<file path="src/rtl/pcpa_lists.sv">
// ----------------------------------------------------------------------------
// pcpa_lists
// Head registers and non-empty flags of the per-CPU lists, with the pick of
// the list to pop from (own list first, else the lowest non-empty one).
// ----------------------------------------------------------------------------
module pcpa_lists #(
    parameter int NUM_CPUS  = 8,
    parameter int NUM_PAGES = 32768
) (
    input  logic                                       clk,
    input  logic                                       rst_n,
    input  logic [(NUM_CPUS > 1 ? $clog2(NUM_CPUS) : 1)-1:0] query_idx,
    input  logic                                       steal,
    output logic [(NUM_CPUS > 1 ? $clog2(NUM_CPUS) : 1)-1:0] pick_idx,
    output logic                                       pick_nonempty,
    output logic [$clog2(NUM_PAGES)-1:0]               pick_head,
    input  logic                                       upd_en,
    input  logic [(NUM_CPUS > 1 ? $clog2(NUM_CPUS) : 1)-1:0] upd_idx,
    input  logic [$clog2(NUM_PAGES)-1:0]               upd_head,
    input  logic                                       upd_nonempty
);

    localparam int CpuW  = NUM_CPUS > 1 ? $clog2(NUM_CPUS) : 1;
    localparam int SlotW = $clog2(NUM_PAGES);

    logic [SlotW-1:0]    head_reg [NUM_CPUS];
    logic [NUM_CPUS-1:0] nonempty_reg;
    logic [CpuW-1:0]     lowest;

    always_comb
    begin
        lowest = query_idx;
        for (int i = NUM_CPUS - 1; i >= 0; i--)
        begin
            if (nonempty_reg[i])
            begin
                lowest = CpuW'(i);
            end
        end
    end

    always_comb
    begin
        if (steal && !nonempty_reg[query_idx])
        begin
            pick_idx = lowest;
        end
        else
        begin
            pick_idx = query_idx;
        end
    end

    assign pick_nonempty = nonempty_reg[pick_idx];
    assign pick_head     = head_reg[pick_idx];

    always_ff @(posedge clk or negedge rst_n)
    begin
        if (!rst_n)
        begin
            nonempty_reg <= '0;
            for (int i = 0; i < NUM_CPUS; i++)
            begin
                head_reg[i] <= '0;
            end
        end
        else if (upd_en)
        begin
            head_reg[upd_idx]     <= upd_head;
            nonempty_reg[upd_idx] <= upd_nonempty;
        end
    end

endmodule

</file>
<file path="config.mk">
export PLATFORM = sky130hd
export DESIGN_NAME = pcpa_lists
export DESIGN_NICKNAME = d
export VERILOG_FILES = /design/src/rtl/pcpa_lists.sv
export SDC_FILE = /design/constraint.sdc
export NUM_CORES = 1
export LEC_CHECK = 0
export ABC_AREA = 0
export BUFFER_PORTS_ARGS = -buffer_cell sky130_fd_sc_hd__buf_2
export CORE_MARGIN = 5
export CORE_UTILIZATION = 45
export DETAILED_ROUTE_END_ITERATION = 16
export PLACE_DENSITY_LB_ADDON = 0.08
export REMOVE_ABC_BUFFERS = 1
export SETUP_SLACK_MARGIN = 0.4
export SLEW_MARGIN = 20
export SYNTH_ARGS = -nofsm -noshare
export SYNTH_HDL_FRONTEND = slang
export SYNTH_SLANG_ARGS = --single-unit
</file>
<file path="constraint.sdc">
create_clock -name clk -period 2.9 [get_ports clk]
set_input_delay 0.58 -clock clk [delete_from_list [all_inputs] [get_ports clk]]
set_output_delay 0.58 -clock clk [all_outputs]
set_load 0.02 [all_outputs]
</file>
**Word level (Yosys, flattened, before mapping)**

Cells that the tools add are included.

- Input bits: 26
- Output and inout port bits: 19
- Logic and storage cells: 44
- Register bits: 128

- Reductions and logical operators: 4
- $lt $le $gt $ge: 7
- Bitwise logic cells: 2
- Multiplexer cells: 22

Operator list:

| kind | count |
|---|---|
| $bwmux 120 | 1 |
| $bmux 15 s3 | 1 |
| $demux 15 s3 | 1 |
| $mux 15 | 3 |
| $mux 3 | 9 |
| $lt 3x4->1 const B | 3 |
| $bwmux 8 | 1 |
| $ge 4x4->1 const B | 2 |
| $not 3->4 | 2 |
| $bmux 1 s3 | 2 |
| $lt 4x1->1 const B | 1 |
| $demux 1 s3 | 1 |
| $ge 3x1->1 const B | 1 |
| $logic_and 1x1->1 | 3 |
| $mux 1 | 3 |
| $logic_not 1->1 | 1 |

**Logic depth before layout (Yosys ltp)**

Gate-level depths: netlist of run 1.

- Word-level depth: 13
- Gate-level depth with buffers: 9
- Gate-level depth less buffers: 7

**Worst setup path before layout of run 1**

Ideal clock, no wire load.

- Kind: input -> output
- Start point: input query_idx[0] (netlist name)
- End point: output pick_head[12]
- Path buffers: 2
- Stages: 8
- Arrival time: 2600 ps
- Slack: -280 ps
- Path through: buf_6 > mux2_4 > o2bb2ai_1 > nor2_2 > a21o_2 > clkbuf_1 > a2111oi_1 > nor4_1

- Longest elaborated chain between the ends: 13
- Elaborated cells on any way between the ends: 17

Ends and longest elaborated chain:

| element | RTL line | source |
|---|---|---|
| start: declaration | 12 | `input logic [(NUM_CPUS > 1 ? $clog2(NUM_CPUS) : 1)-1:0] query_idx,` |
| $mux 3 (8 in a row) | 35 | `if (nonempty_reg[i])` |
| $mux 3 (*) | 44 | `if (steal && !nonempty_reg[query_idx])` |
| $not 3->4 (not written as such) (*) | 55 | `assign pick_head = head_reg[pick_idx];` |
| $bmux 15 s3 (*) | 55 |  |
| $mux 15 (not written as such) (*) (2 in a row) | 55 |  |
| end: declaration | 16 | `output logic [$clog2(NUM_PAGES)-1:0] pick_head,` |

Mark *: on every way between the ends. The rest lies on a longest branch, timed or not. The select of a mux whose other input is x is not followed.

**Worst setup path after layout of run 1**

- Start point: register nonempty_reg[5]
- End point: output pick_head[11]

- Longest elaborated chain between the ends: 11
- Elaborated cells on any way between the ends: 15

Ends and longest elaborated chain:

| element | RTL line | source |
|---|---|---|
| start: declaration | 27 | `logic [NUM_CPUS-1:0] nonempty_reg;` |
| start signal: indexed assignment | 70 | `nonempty_reg[upd_idx] <= upd_nonempty;` |
| $mux 3 (6 in a row) | 35 |  |
| $mux 3 (*) | 44 |  |
| $not 3->4 (not written as such) (*) | 55 |  |
| $bmux 15 s3 (*) | 55 |  |
| $mux 15 (not written as such) (*) (2 in a row) | 55 |  |

Marks and branches as above.

==> results of run 1 <==
[worst max-delay path by stage]
| stage | end | slack, ns |
|---|---|---|
| after floorplan | pick_head[0] | -0.99 |
| after global placement | pick_head[13] | -0.51 |
| after detailed placement | pick_head[0] | -0.62 |
| after CTS | pick_head[3] | -0.36 |
| after global routing | pick_head[11] | -0.58 |
| final | pick_head[11] | -0.43 |
[power by group through the flow]
stage               Clock, mW  Combinational [mW]  Sequential [mW]
floorplan                   0                1.04             2.34
global placement            0                1.74             2.39
detailed placement          0                1.77             2.40
CTS                      1.97                2.26             2.42
global route             2.05                2.59             2.49
finish                   1.93                2.42             2.45
[repair_timing]
item	4_1_cts	5_1_grt
cloned	2	0
pin swaps	17	11
buffers inserted	13	0
endpoints found under the setup margin	19	19
resized for setup	168	54
endpoints found under the hold margin	0	0
[logic make-up (layout without fill, tap and decap cells)]
kind of cell           Yosys count  count (layout)  share of synthesized area [%]
buffers and inverters           49             153                           4.31
AOI/OAI and AO/OA              146             146                           19.0
and+or+nand+nor                 40              41                           3.98
DFF                            128             128                           49.7
muxes                          132             132                           23.0
[cell type report]
| cell class | instances | share of cell area, % |
|---|---|---|
| multi-input cells | 319 | 42.4 |
| flip-flops and latches | 128 | 36.4 |
| inverters | 5 | 0.455 |
| well taps | 180 | 2.56 |
| repair buffers | 116 | 12.0 |
| clock inverters | 5 | 0.313 |
| clock buffers | 27 | 5.83 |
[cells in the final DEF (no fill, tap or decap), drive strengths merged, types with 3 or more instances in the layout]
cell / Yosys / routed
dfrtp: 128 / 128
mux2: 128 / 128
buf: 19 / 116
a2111oi: 61 / 61
a21boi: 61 / 61
clkbuf: 25 / 27
nor4: 15 / 15
nor2: 7 / 7
a21oi: 6 / 6
clkinv: 1 / 5
nand2: 4 / 4
inv: 4 / 4
mux2i: 4 / 4
nand4b: 3 / 3
a21o: 3 / 3
[per-layer routing]
metal  GRT usage [%]  wire [um]  vias to the layer above
met3            5.36        707                       24
li1                -          -                     2130
met4            8.74        332                        0
met2            35.8       8620                       94
met5               0          0                        -
met1            31.4       8120                     2486
[through the flow]
step | util (%) | hold slack, ns | instances
CTS | 61.2 | 0.184 | 780
finish | 63.0 | 0.177 | 780
floorplan | - | 0.284 | 451
global placement | 51.8 | 0.480 | 733
global route | 63.0 | 0.217 | 780
detailed placement | 51.8 | 0.487 | 733
[worst max-delay path, cell delays in order (launching register included)]
cell and delay [ns]:
dfrtp_1 0.40, mux2i_2 0.19, buf_4 0.17, o221ai_4 0.12, o21ai_2 0.19, a21boi_4 0.22
buf_12 0.16, buf_8 0.16, a2111oi_2 0.06, nor4_1 0.38, buf_2 0.24
==> flow_summary.ini, run 1 <==
[outcome]
status = finished with violations
failed_checks = negative setup slack

[setup_path]
crit_fanout = 10
r2r_setup_slack_ns = 1.96
setup.worst_path.start_class = register
path_class = register to output port
rr_worst_depth = 2
critPathCaptureType = output port
r2r_end = nonempty_reg[0]
crit_start = nonempty_reg[5]
worstPathRequired_ns = 2.32
rr_startpoint = nonempty_reg[0]
cp.arrival_ns = 2.75

[pwr]
ir_drop_uv = 455
power.density_nw_per_um2 = 772
swShare_pct = 32.6
power.share.combinational_pct = 35.6
total_power_mw = 6.80
p_leak_nw = 3.45
p_clk_share_pct = 28.5
p_switching_mw = 2.21
intPower_mw = 4.58
sequentialPowerShare_pct = 36.0

[floorplanning]
core_sq_um = 14000
num_rows = 43
dieWidth_um = 130
dieArea_sq_um = 16800
die_height_um = 130
pin_count = 45
initial_utilization_pct = 46.1

[place]
routabilityCongestion = 0.767
place.port_buffers = 44
hpwl_mm = 10.7
dp_worst_setup_slack_ns = -0.616
placed_area_sq_um = 7250

[logic_synthesis]
synth_cell_types = 47
ys_top_cells_by_area = dfrtp_1 50%, mux2_2 22%, a21boi_0 7.0%, a2111oi_0 5.4%, a2111oi_1 3.1%
netlist_instances = 495
seq_area_frac_synth_pct = 49.7
yosys.area.top_type = dfrtp_1
synthFlopType = dfrtp_1
synth_common_cells = 128 x dfrtp_1, 127 x mux2_2, 60 x a21boi_0
yosys_warnings = 0
yosysMostFrequentCell = dfrtp_1
synth.avg_cell_area_sq_um = 13.0
synth_top_area_share_pct = 49.7
async_flop_share_pct = 100
synth_seq_cells = 128
syn_area_sq_um = 6450
synth_edf_count = 0

[grt]
track_usage_pct = 23.0
grt_max_degree = 47
antenna_found_initial = 0
overflow = 0
first_global_vias = 5186
grt_pass1_wl_mm = 29.5

[layout]
drive_gt1_share_pct = 61.2
multi_input_area_sq_um = 3740
area_growth_pct = 36.6
nFillCells = 1091
final_cell_area_sq_um = 8810
largest_reg_flops = 120
fin_nets = 613
regArea_sq_um = 3200
antenna_cells = 0

[sta]
period_share_pct = 115
relSlewSlack_pct = 58.0
worst_pin_slew_ns = 0.630
maxSlewViolCount = 0
finalSetupTns_ns = -5.50
finalHoldViolCount = 0
min_period_ns = 3.33
grt_setup_unrepaired = yes
finClkSkew_ns = 0
fin_ws_ns = -0.429
fmax_ghz = 0.300
setup_viol = 17

[clock_tree]
worstSkewPairLatency_ns = 0.41
clk_pin_slew_worst_paths_ns = 0.05
cts_root_buffer = clkbuf_16
cts_made_buffers = 17
cts.sinks = 128
cts_tree = built
postCtsHoldBufs = 0
ctsHtreeMaxLevel = 4
cts_buffer_depth = 2

[drt]
avgRoutedWirePerCell_um = 22.8
routed_wirelength_mm = 17.8
vias = 4734
drc_errors = 0
drt_first_pass_iters = 6
drtIter0Drc = 289
vias_per_cell = 6.07
drtAntennaViolNets = 0

[run]
cap_violations = 0

[hold_path]
worst_hold_path_type = input port to async pin
(Power assumes the default switching activity.)
==> inputs of run 2 (changes only) <==
--- a/config.mk
+++ b/config.mk
@@ -7,7 +7,6 @@
 export LEC_CHECK = 0
 export ABC_AREA = 0
 export BUFFER_PORTS_ARGS = -buffer_cell sky130_fd_sc_hd__buf_2
-export CORE_MARGIN = 5
 export CORE_UTILIZATION = 45
 export DETAILED_ROUTE_END_ITERATION = 16
 export PLACE_DENSITY_LB_ADDON = 0.08
==> run 2 against run 1 <==
Net effect: the run still ends with negative setup slack left; routed wire length up 5.5%; count of clock-buffer cells in the layout down 1; worst setup slack worse by 0.074 ns; total power up 5.6%; clock skew unchanged; via count up 3.0%; hold slack better by 0.032 ns; critical path depth unchanged; combinational power up 6%; first-iteration DRC count down 18%; cell count up 0.77%; largest cell class unchanged.
==> flow_summary.ini, run 2 (synthesis gave the netlist of run 1 again) <==
[outcome]
status = finished with violations
failed_checks = negative setup slack

[floorplanning]
initial_utilization_pct = 46.3
num_rows = 43
pin_count = 45
dieArea_sq_um = 14800
core_sq_um = 13900
die_height_um = 122
dieWidth_um = 122

[clock_tree]
worstSkewPairLatency_ns = 0.41
cts_root_buffer = clkbuf_16
postCtsHoldBufs = 0
ctsHtreeMaxLevel = 4
cts.sinks = 128
clk_pin_slew_worst_paths_ns = 0.05
cts_made_buffers = 17
cts_buffer_depth = 2
cts_tree = built

[grt]
first_global_vias = 4893
grt_max_degree = 49
grt_pass1_wl_mm = 28.5
overflow = 0
antenna_found_initial = 0
track_usage_pct = 26.2

[setup_path]
path_class = input port to output port
cpMostUsedCell = buf_2
worstPathRequired_ns = 2.32
critical_path_cell_count = 10
crit_fanout = 6
rr_worst_depth = 3
crit_path_top_delay_cell = a2111oi_0
critPathMaxStageDelay_ns = 0.50
worstPathCellList = buf_2 > or2_1 > o21a_1 > a21o_4 > buf_4 > and2_4 > buf_6 > a2111oi_0 > nor4_1 > buf_2
crit_buf_inv = 4
critPathCaptureType = output port
setup.worst_path.start_class = input port
cp.arrival_ns = 2.82
crit_family = compound AO/OA/AOI/OAI gates

[pwr]
ir_drop_uv = 469
power.density_nw_per_um2 = 792
p_leak_nw = 3.58
total_power_mw = 7.18

[place]
place.port_buffers = 44
placed_area_sq_um = 7170
routabilityCongestion = 0.807
hpwl_mm = 9.77

[hold_path]
worst_hold_path_type = input port to async pin

[drt]
vias = 4878
vias_per_cell = 6.21
drt_first_pass_iters = 6
routed_wirelength_mm = 18.7
avgRoutedWirePerCell_um = 23.9
drc_errors = 0
drtIter0Drc = 237
drtAntennaViolNets = 0

[layout]
area_growth_pct = 40.6
largest_reg_flops = 120
layout_common_cells = 128 x dfrtp_1, 127 x mux2_2, 53 x buf_4, 36 x a21boi_0, 36 x buf_2
final_common_cell = dfrtp_1
nFillCells = 1010
final_cell_area_sq_um = 9060
fin_nets = 621
antenna_cells = 0
drive_gt1_share_pct = 61.1

[sta]
finalHoldViolCount = 0
relSlewSlack_pct = 52.1
finClkSkew_ns = 0
setup_viol = 16
fmax_ghz = 0.294
min_period_ns = 3.40
fin_ws_ns = -0.503
maxSlewViolCount = 0
worst_pin_slew_ns = 0.719
period_share_pct = 117
grt_setup_unrepaired = yes

[run]
cap_violations = 0
[run 2: stage by stage]
stage          std cells  util (%)  setup TNS (ns)  setup WS [ns]  hold slack [ns]
2_1_floorplan        451         -          -15.41         -0.993            0.284
3_3_place_gp         724      51.4           -5.69         -0.420            0.482
3_5_place_dp         724      51.4           -6.92         -0.476            0.489
4_1_cts              777      62.0           -5.46         -0.391            0.218
5_1_grt              786      65.1           -7.61         -0.539            0.259
6_report             786      65.1           -5.86         -0.503            0.209
[run 2: worst reg2reg max path, cell delays in order, from the launching register on]
cell and delay (ns):
dfrtp_1 0.42, buf_4 0.15, buf_4 0.13, mux2_2 0.25
[run 2: what timing repair did]
action / in CTS / in global routing
cloned: 8 / 2
setup buffers: 15 / 7
resized for setup: 144 / 58
pin swaps: 21 / 16
endpoints found under the hold margin: 0 / 0
endpoints found under the setup margin: 19 / 19
[run 2: final timing paths]
check                           startpoint              end  slack, ns
max                           query_idx[1]     pick_head[0]      -0.50
min                                  rst_n  nonempty_reg[4]       0.21
max reg2reg                nonempty_reg[2]  nonempty_reg[2]       1.84
min reg2reg                   head_reg[45]     head_reg[45]       0.50
max in group asynchronous            rst_n     head_reg[46]       1.99
min in group clk              upd_nonempty  nonempty_reg[1]       0.48
[run 2: routing by layer]
metal | track usage, % | share of wire (%) | vias up | routed length, um
met4 | 7.79 | 2.2 | 0 | 410
met1 | 36.8 | 47 | 2576 | 8810
met2 | 40.6 | 47 | 113 | 8860
li1 | - | - | 2160 | -
met5 | 0 | 0 | - | 0
met3 | 5.81 | 3.6 | 29 | 674
[run 2: final cells by class]
class,count,area [sq um],area share [%]
multi-input combinational,319,3760,41.5
sequential,128,3200,35.3
timing repair buffer,124,1250,13.8
clock buffer,26,529,5.84
tap,180,225,2.48
clock inverter,4,72.6,0.801
inverter,5,23.8,0.262
[run 2: power breakdown]
group / internal [mW] / switching, mW
sequential: 2.18 / 0.272
combinational: 1.30 / 1.26
clock: 1.42 / 0.745
total: 4.90 / 2.28
==> inputs of run 3 (changes only) <==
--- a/config.mk
+++ b/config.mk
@@ -7,7 +7,8 @@
 export LEC_CHECK = 0
 export ABC_AREA = 0
 export BUFFER_PORTS_ARGS = -buffer_cell sky130_fd_sc_hd__buf_2
-export CORE_UTILIZATION = 45
+export CORE_UTILIZATION = 55
+export CTS_BUF_LIST = sky130_fd_sc_hd__clkbuf_4 sky130_fd_sc_hd__clkbuf_8
 export DETAILED_ROUTE_END_ITERATION = 16
 export PLACE_DENSITY_LB_ADDON = 0.08
 export REMOVE_ABC_BUFFERS = 1
==> run 3 against run 2 <==
Net effect: die area shrank 18%; sequential cell count unchanged; worst setup slack gained 0.098 ns; count of clock-buffer cells in the layout fell by 3; sequential share of layout area up 3.9 points; cell count fell by 7.0%; combinational power is 16% lower; the run still ends with negative setup slack left; clock skew did not move; critical path type is now register to output port; critical endpoint is now pick_head[10].
==> flow_summary.ini, run 3 (synthesis gave the netlist of run 1 again) <==
[outcome]
status = finished with violations
failed_checks = negative setup slack

[setup_path]
crit_family = buffers and inverters
r2r_setup_slack_ns = 1.85
critical_path_cell_count = 10
critPathCapture = pick_head[10]
worstPathRequired_ns = 2.32
crit_start = nonempty_reg[2]
rr_worst_depth = 3
critPathCaptureType = output port
cp.arrival_ns = 2.72
path_class = register to output port
crit_buf_inv = 4
crit_path_top_delay_cell = dfrtp_1
crit_fanout = 11
rr_startpoint = nonempty_reg[3]
worstPathCellList = mux2_4 > a22oi_2 > a21oi_1 > a21o_2 > clkinv_2 > buf_8 > buf_6 > a2111oi_2 > nor4_2 > buf_4
r2r_end = nonempty_reg[3]
setup.worst_path.start_class = register
critPathMaxStageDelay_ns = 0.41

[floorplanning]
die_height_um = 110
dieArea_sq_um = 12200
num_rows = 39
pin_count = 45
initial_utilization_pct = 56.5
dieWidth_um = 110
core_sq_um = 11400

[layout]
multi_input_area_sq_um = 3470
drive_gt1_share_pct = 57.5
layout_common_cells = 127 x mux2_2, 126 x dfrtp_1, 54 x a21boi_0, 48 x buf_4, 37 x buf_2
fin_nets = 601
largest_reg_flops = 120
layout.cells.non_filler = 731
antenna_cells = 0
regArea_sq_um = 3210
final_common_cell = mux2_2
area_growth_pct = 26.8
nFillCells = 820

[grt]
grt_max_degree = 50
first_global_vias = 4736
overflow = 0
track_usage_pct = 29.0
antenna_found_initial = 0
grt_pass1_wl_mm = 25.7

[pwr]
ir_drop_uv = 705
total_power_mw = 6.07
p_leak_nw = 3.24
power.density_nw_per_um2 = 742

[clock_tree]
cts_made_buffers = 17
cts_tree = built
clk_pin_slew_worst_paths_ns = 0.07
cts.sinks = 128
cts_root_buffer = clkbuf_8
worstSkewPairLatency_ns = 0.44
cts_buffer_depth = 2
ctsHtreeMaxLevel = 4

[place]
place.port_buffers = 44
routabilityCongestion = 0.835
dp.cells = 686
hpwl_mm = 9.89

[hold_path]
worst_hold_path_type = input port to async pin

[sta]
maxSlewViolCount = 0
relSlewSlack_pct = 55.4
worst_pin_slew_ns = 0.669
holdWs_ns = 0.153
fin_ws_ns = -0.405
grt_setup_unrepaired = yes
fmax_ghz = 0.303
finClkSkew_ns = 0
min_period_ns = 3.30
period_share_pct = 114
finalHoldViolCount = 0
setup_viol = 16

[drt]
drtIter0Drc = 282
vias_per_cell = 6.45
routed_wirelength_mm = 16.8
dr_wl_met2_mm = 8.13
route.met3.wl_um = 809
vias = 4715
drt-met1-wl_mm = 7.64
drt_first_pass_iters = 4
drc_errors = 0
highest_layer = met4
avgRoutedWirePerCell_um = 23.0
drtAntennaViolNets = 0

[run]
cap_violations = 0
==> run 3: cell count changes in the layout (fill, tap and decap cells not counted), moves of 4 or more <==
| cell | change |
|---|---|
| clkbuf_16 | -19 |
| a21boi_0 | +18 |
| clkbuf_8 | +15 |
| a2111oi_4 | -14 |
| a21boi_1 | -14 |
| a2111oi_1 | +8 |
| buf_6 | -8 |
| buf_4 | -5 |
| a2111oi_2 | +4 |
| buf_16 | -4 |
| clkinv_2 | +4 |
| nor4_1 | +4 |
| nor4_2 | -4 |
==> run 3: what timing repair did <==
action                                  in CTS  in global routing
endpoints found under the setup margin      19                 19
resized for setup                           59                 72
hold buffers                                 0                  0
pin swaps                                   17                 15
gates cloned                                 1                  0
setup buffers                                8                  4
==> run 3: cell type report <==
| type | count | share of cell area [%] |
|---|---|---|
| timing repair buffer | 105 | 11.1 |
| sequential | 128 | 39.2 |
| clock buffer | 23 | 3.80 |
| inverter | 5 | 0.245 |
| clock inverter | 9 | 0.995 |
| tap | 143 | 2.19 |
| multi-input combinational | 318 | 42.4 |
==> run 3: worst min-delay path by stage <==
stage / startpoint / endpoint / depth (start not counted)
finish: rst_n / nonempty_reg[4] / 1
global route: rst_n / nonempty_reg[4] / 1
CTS: rst_n / nonempty_reg[4] / 1
detailed placement: head_reg[35] / head_reg[35] / 1
global placement: head_reg[38] / head_reg[38] / 1
floorplan: rst_n / head_reg[0] / 0
==> run 3: stage by stage <==
| step | TNS [ns] | setup WS, ns | instance area (sq um) | utilization [%] |
|---|---|---|---|---|
| finish | -5.28 | -0.405 | 8170 | 71.6 |
| global route | -7.06 | -0.500 | 8170 | 71.6 |
| CTS | -5.60 | -0.396 | 7850 | 68.8 |
| detailed placement | -5.59 | -0.413 | 7100 | 62.2 |
| global placement | -4.48 | -0.368 | 7100 | 62.2 |
| floorplan | -15.41 | -0.993 | 6190 | - |
==> run 3: where the power goes <==
part | total (mW) | switching (mW) | internal, mW
logic | 2.14 | 1.10 | 1.04
registers | 2.43 | 0.247 | 2.18
clock network | 1.50 | 0.708 | 0.796
==> run 3: per-layer routing <==
layer / vias to the layer above / global-route usage [%]
met5: - / 0
met4: 0 / 9.30
met3: 21 / 6.70
met2: 123 / 44.9
met1: 2476 / 40.4
li1: 2095 / -
